`src/sv/cosine_similarity_best_match_top_defines.svh`:
```
// assertion macros for the cosine similarity best match block
// used by cosine_similarity_best_match_top, needs clk and rst_n in scope
`ifndef COSINE_SIMILARITY_BEST_MATCH_TOP_DEFINES_SVH
`define COSINE_SIMILARITY_BEST_MATCH_TOP_DEFINES_SVH

// same-cycle implication
`define CSSM_ASSERT_NOW(label, ante, cons) \
    label: assert property (@(posedge clk) disable iff (!rst_n) (ante) |-> (cons)) \
        else $error("cssm assertion failed");

// next-cycle implication
`define CSSM_ASSERT_NEXT(label, ante, cons) \
    label: assert property (@(posedge clk) disable iff (!rst_n) (ante) |=> (cons)) \
        else $error("cssm assertion failed");

`endif

```
`src/sv/cssm_pkg.sv`:
```
// shared types and constants for the cosine similarity best match block
// no dependencies
package cssm_pkg;

    localparam int SQ_W   = 42;   // square sum accumulator
    localparam int RAD_W  = 58;   // square sum scaled by 2^16
    localparam int ROOT_W = 29;   // norm with 8 fraction bits
    localparam int Q_W    = 16;   // normalized element magnitude
    localparam int DIVD_W = 39;   // magnitude scaled by 2^23 plus half norm
    localparam int DSH_W  = ROOT_W + Q_W - 1;

    localparam logic [2:0] STAT_ADDED    = 3'd0;
    localparam logic [2:0] STAT_MISMATCH = 3'd1;
    localparam logic [2:0] STAT_FULL     = 3'd2;
    localparam logic [2:0] STAT_QDONE    = 3'd3;
    localparam logic [2:0] STAT_QNONE    = 3'd4;

    typedef enum logic [3:0] {
        ST_IDLE,
        ST_SQ,
        ST_SQRT_GO,
        ST_SQRT_WAIT,
        ST_NRD,
        ST_NDIV_GO,
        ST_NDIV_WAIT,
        ST_DOT,
        ST_DOTEND
    } cssm_state_t;

endpackage

```
`src/sv/cssm_div.sv`:
```
// restoring divider, one quotient bit per cycle, 16 bit quotient
// a set top bit means the true quotient is 32768 or more; depends on cssm_pkg
module cssm_div import cssm_pkg::*;
(
    input  logic              clk,
    input  logic              rst_n,
    input  logic              start,
    input  logic [DIVD_W-1:0] dividend,
    input  logic [ROOT_W-1:0] divisor,
    output logic              done,
    output logic [Q_W-1:0]    quotient
);

    logic [DIVD_W-1:0] rem_reg, rem_next;
    logic [DSH_W-1:0]  d_reg, d_next;
    logic [Q_W-1:0]    q_reg, q_next;
    logic [4:0]        step_reg, step_next;
    logic              run_reg, run_next;
    logic              done_reg, done_next;
    logic              ge;

    assign ge = DSH_W'(rem_reg) >= d_reg;

    always_comb
    begin
        rem_next  = rem_reg;
        d_next    = d_reg;
        q_next    = q_reg;
        step_next = step_reg;
        run_next  = run_reg;
        done_next = 1'b0;
        if (start)
        begin
            rem_next  = dividend;
            d_next    = {divisor, (Q_W-1)'(0)};
            q_next    = '0;
            step_next = '0;
            run_next  = 1'b1;
        end
        else if (run_reg)
        begin
            rem_next  = ge ? rem_reg - DIVD_W'(d_reg) : rem_reg;
            q_next    = {q_reg[Q_W-2:0], ge};
            d_next    = d_reg >> 1;
            step_next = step_reg + 5'd1;
            if (step_reg == 5'(Q_W - 1))
            begin
                run_next  = 1'b0;
                done_next = 1'b1;
            end
        end
    end

    always_ff @(posedge clk or negedge rst_n)
    begin
        if (!rst_n)
        begin
            run_reg  <= 1'b0;
            done_reg <= 1'b0;
            step_reg <= '0;
        end
        else
        begin
            run_reg  <= run_next;
            done_reg <= done_next;
            step_reg <= step_next;
        end
    end

    always_ff @(posedge clk)
    begin
        rem_reg <= rem_next;
        d_reg   <= d_next;
        q_reg   <= q_next;
    end

    assign done     = done_reg;
    assign quotient = q_reg;

endmodule

```
`config.mk`:
```
export PLATFORM = sky130hd
export DESIGN_NAME = cssm_div
export DESIGN_NICKNAME = d
export VERILOG_FILES = /design/src/sv/cosine_similarity_best_match_top_defines.svh /design/src/sv/cssm_pkg.sv /design/src/sv/cssm_div.sv
export SDC_FILE = /design/constraint.sdc
export NUM_CORES = 1
export LEC_CHECK = 0
export ABC_AREA = 1
export BUFFER_PORTS_ARGS = -buffer_cell sky130_fd_sc_hd__clkbuf_2
export CAP_MARGIN = 10
export CORE_UTILIZATION = 40
export CTS_CLUSTER_SIZE = 20
export DETAILED_ROUTE_END_ITERATION = 8
export GPL_TIMING_DRIVEN = 0
export HOLD_SLACK_MARGIN = 0.05
export SLEW_MARGIN = 40
export SYNTH_ARGS = -nofsm -noshare
export SYNTH_HDL_FRONTEND = slang
export SYNTH_SLANG_ARGS = --single-unit
```
`constraint.sdc`:
```
create_clock -name clk -period 3.1 [get_ports clk]
set_input_delay 0.62 -clock clk [delete_from_list [all_inputs] [get_ports clk]]
set_output_delay 0.62 -clock clk [all_outputs]
set_load 0.02 [all_outputs]
```
==> flow_summary_export.csv <==
group,metric,value,unit
critical_path,crit_required,3.14,ns
die,fp.dieW,136,um
die,fp.dieH,136,um
clocking,h-tree-depth,3,
logic_synthesis,synth_area_leader_cell,"edfxtp_1",
global_routing,grt_usage,0.210,
sta,slew_viol_final,0,
detailed_routing,drtIter0Drc,460,
logic_synthesis,yosys_warnings,0,
logic_synthesis,syn_area,7130,um^2
sta,fin_crit,2.75,ns
sta,rsz0062_at_grt,"false",
placed_design,io_buffers,86,
logic_synthesis,syn-num-nets,1113,
clocking,cts_buffers,9,
detailed_routing,routed_wl,18400,um
sta,fin_crit_sh,0.887,
finish,syn_to_final_growth,15.1,%
clocking,insertion_delay,0.37,ns
finish,n_antenna_cell,0,
finish,largest_reg_flops,44,
finish,layout-drive-gt1-share,0.144,
run,cap_viol_max_count,0,
clocking,cts_max_path_buffers,2,
die,num_rows,48,
sta,relSlewSlack,0.602,
logic_synthesis,synthTopCellsByArea,"edfxtp_1 29%, nand2_1 17%, inv_1 9.3%",
logic_synthesis,ys_types,29,
critical_path,path_class,"reg2reg",
sta,setup_ws,0.351,ns
outcome,status,"completed",
sta,setup_viol_count_final,0,
sta,tightest_slew,0.597,ns
clocking,cts_setup_buffers,0,
clocking,clkSinkCount,106,
global_routing,antenna_found_initial,0,
detailed_routing,viasPerCell,4.77,
detailed_routing,num_vias,6333,
critical_path,critPathCaptureType,"flop",
placed_design,dp_slack,0.226,ns
die,core_region_area,17400,um^2
pwr,ir_worst_vdd,276,uV
critical_path,cp.arrival,2.79,ns
finish,fin_nets,1211,
detailed_routing,antenna_left,0,
pwr,power.leakage,4.05,nW
die,io_pins,88,
die,start_util,0.411,
sta,max_freq,364,MHz
global_routing,grt_pass1_vias,5942,
global_routing,overflow,0,
sta,clock_skew,0.0199,ns
finish,nFillCells,1802,
critical_path,path_max_fanout,39,
worst_hold_path,hold_class,"in2async",
logic_synthesis,avgSynthCellArea,7.13,um^2
finish,layout_common_cells,"326 x nand2_1, 177 x inv_1, 86 x clkbuf_2",
pwr,power_density,559,nW/um^2
logic_synthesis,synth-seq-cells,106,
sta,final-hold-violation-count,0,
critical_path,worst_setup_path_start_kind,"flop",
logic_synthesis,netlist_instances,1000,
die,die_area,18400,um^2
global_routing,grt_pass1_wl,29700,um
finish,final_common_cell,"nand2_1",
pwr,power,0.00459,W
clocking,path_clk_slew,0.08,ns
placed_design,dp_hpwl,14800,um
logic_synthesis,ys_seq_area_frac,0.398,
logic_synthesis,synth.top_cell.area_share,0.286,
clocking,tritoncts,"done",
detailed_routing,avgRoutedWirePerCell,13.9,um
global_routing,grt_max_degree,40,
clocking,cts_root_buf,"clkbuf_16",
detailed_routing,firstDrtPassIters,4,
placed_design,gp_congestion,0.895,
detailed_routing,drc,0,
[cells in the mapped netlist]
master and count:
dfxtp_1 31, o21bai_1 3, o22ai_1 28, a21oi_1 33, nor2_1 69, nand2_2 24, clkbuf_1 16, nand4_1 3
a21oi_2 1, nor3_1 11, a31oi_1 1, xnor2_1 13, dfrtp_1 7, nor2_2 6, inv_1 177, nand3_2 8
o21ai_1 10, a22o_1 1, nand2_1 327, o21ai_0 52, or2_2 4, nand3_1 47, buf_2 5, ha_1 41
edfxtp_1 68, fa_1 1, nor2_4 5, inv_2 1, nand3b_1 7
[cell type report]
type                            instances  area [um^2]  share of cell area
Buffer                                 21         88.8              0.0108
Clock buffer                           11          264              0.0321
Clock inverter                          5         63.8             0.00777
Inverter                              178          668              0.0814
Multi-Input combinational cell        695         3560               0.433
Sequential cell                       106         2840               0.346
Tap cell                              225          282              0.0343
Timing Repair Buffer                   87          450              0.0549
[through the flow]
step | cells | util | hold WS [ns] | TNS, ns | area [um^2]
2_1_floorplan | 1000 | - | 0.324 | 0 | 7130
3_3_place_gp | 1311 | 0.452 | 0.441 | -35.23 | 7840
3_5_place_dp | 1312 | 0.454 | 0.452 | 0 | 7880
4_1_cts | 1328 | 0.473 | 0.0672 | 0 | 8200
5_1_grt | 1328 | 0.473 | 0.0743 | 0 | 8210
6_report | 1328 | 0.473 | 0.0713 | 0 | 8210
[routing by layer]
layer	routed length, um	vias up	track usage	part of all wire
met2	7860	135	0.325	0.43
met1	9590	2813	0.305	0.52
met3	727	14	0.0299	0.039
li1	-	3371	-	-
met4	235	0	0.0518	0.013
met5	0	-	0	0
[report_power, final]
group,internal (W),total (W),switching (W)
clock,0.000645,0.00124,0.000599
sequential,0.00167,0.00171,0.0000426
combinational,0.000574,0.00163,0.00106
[path summary, 6_finish.rpt]
check	endpoint	cells past startpoint	slack, ns	from
worst max-delay path	rem_reg[20]$_DFFE_PP_	16	0.35	rem_reg[0]$_DFFE_PP_
worst min-delay path	step_reg[1]$_DFFE_PN0P_	1	0.07	rst_n
worst max register to register	rem_reg[20]$_DFFE_PP_	16	0.35	rem_reg[0]$_DFFE_PP_
worst min register to register	quotient[15]$_SDFFE_PP0P_	2	0.47	quotient[15]$_SDFFE_PP0P_
max in group asynchronous	step_reg[3]$_DFFE_PN0P_	1	2.87	rst_n
min in group clk	quotient[15]$_SDFFE_PP0P_	2	0.47	quotient[15]$_SDFFE_PP0P_
[critical path: stages (launching register included)]
cell,delay (ns)
edfxtp_1,0.36
inv_1,0.06
ha_1,0.13
inv_1,0.08
fa_1,0.43
nand3_1,0.12
nand3_2,0.14
nand2_2,0.09
nand3_2,0.12
nand2_2,0.09
nand2_2,0.08
nand2_1,0.09
nand2_1,0.08
nand2_1,0.07
nand2_1,0.07
nand2_1,0.16
nand2_8,0.23
[cells by family after synthesis]
logic type               Yosys count  synth area share
flip-flops                       106             0.398
AND/OR/NAND/NOR                  511             0.308
XOR/XNOR                          13            0.0160
AO/OA/AOI/OAI                    129            0.0977
adder cells (fa/ha/maj)           42            0.0747
buffers and inverters            199             0.106
[repair_timing]
action | CTS | global route
endpoints found under the hold margin | 0 | 0
setup endpoints to repair | 0 | 26
resized for setup | 0 | 1
hold buffers | 0 | 0
Note: power is estimated with default switching activity, not from simulation.
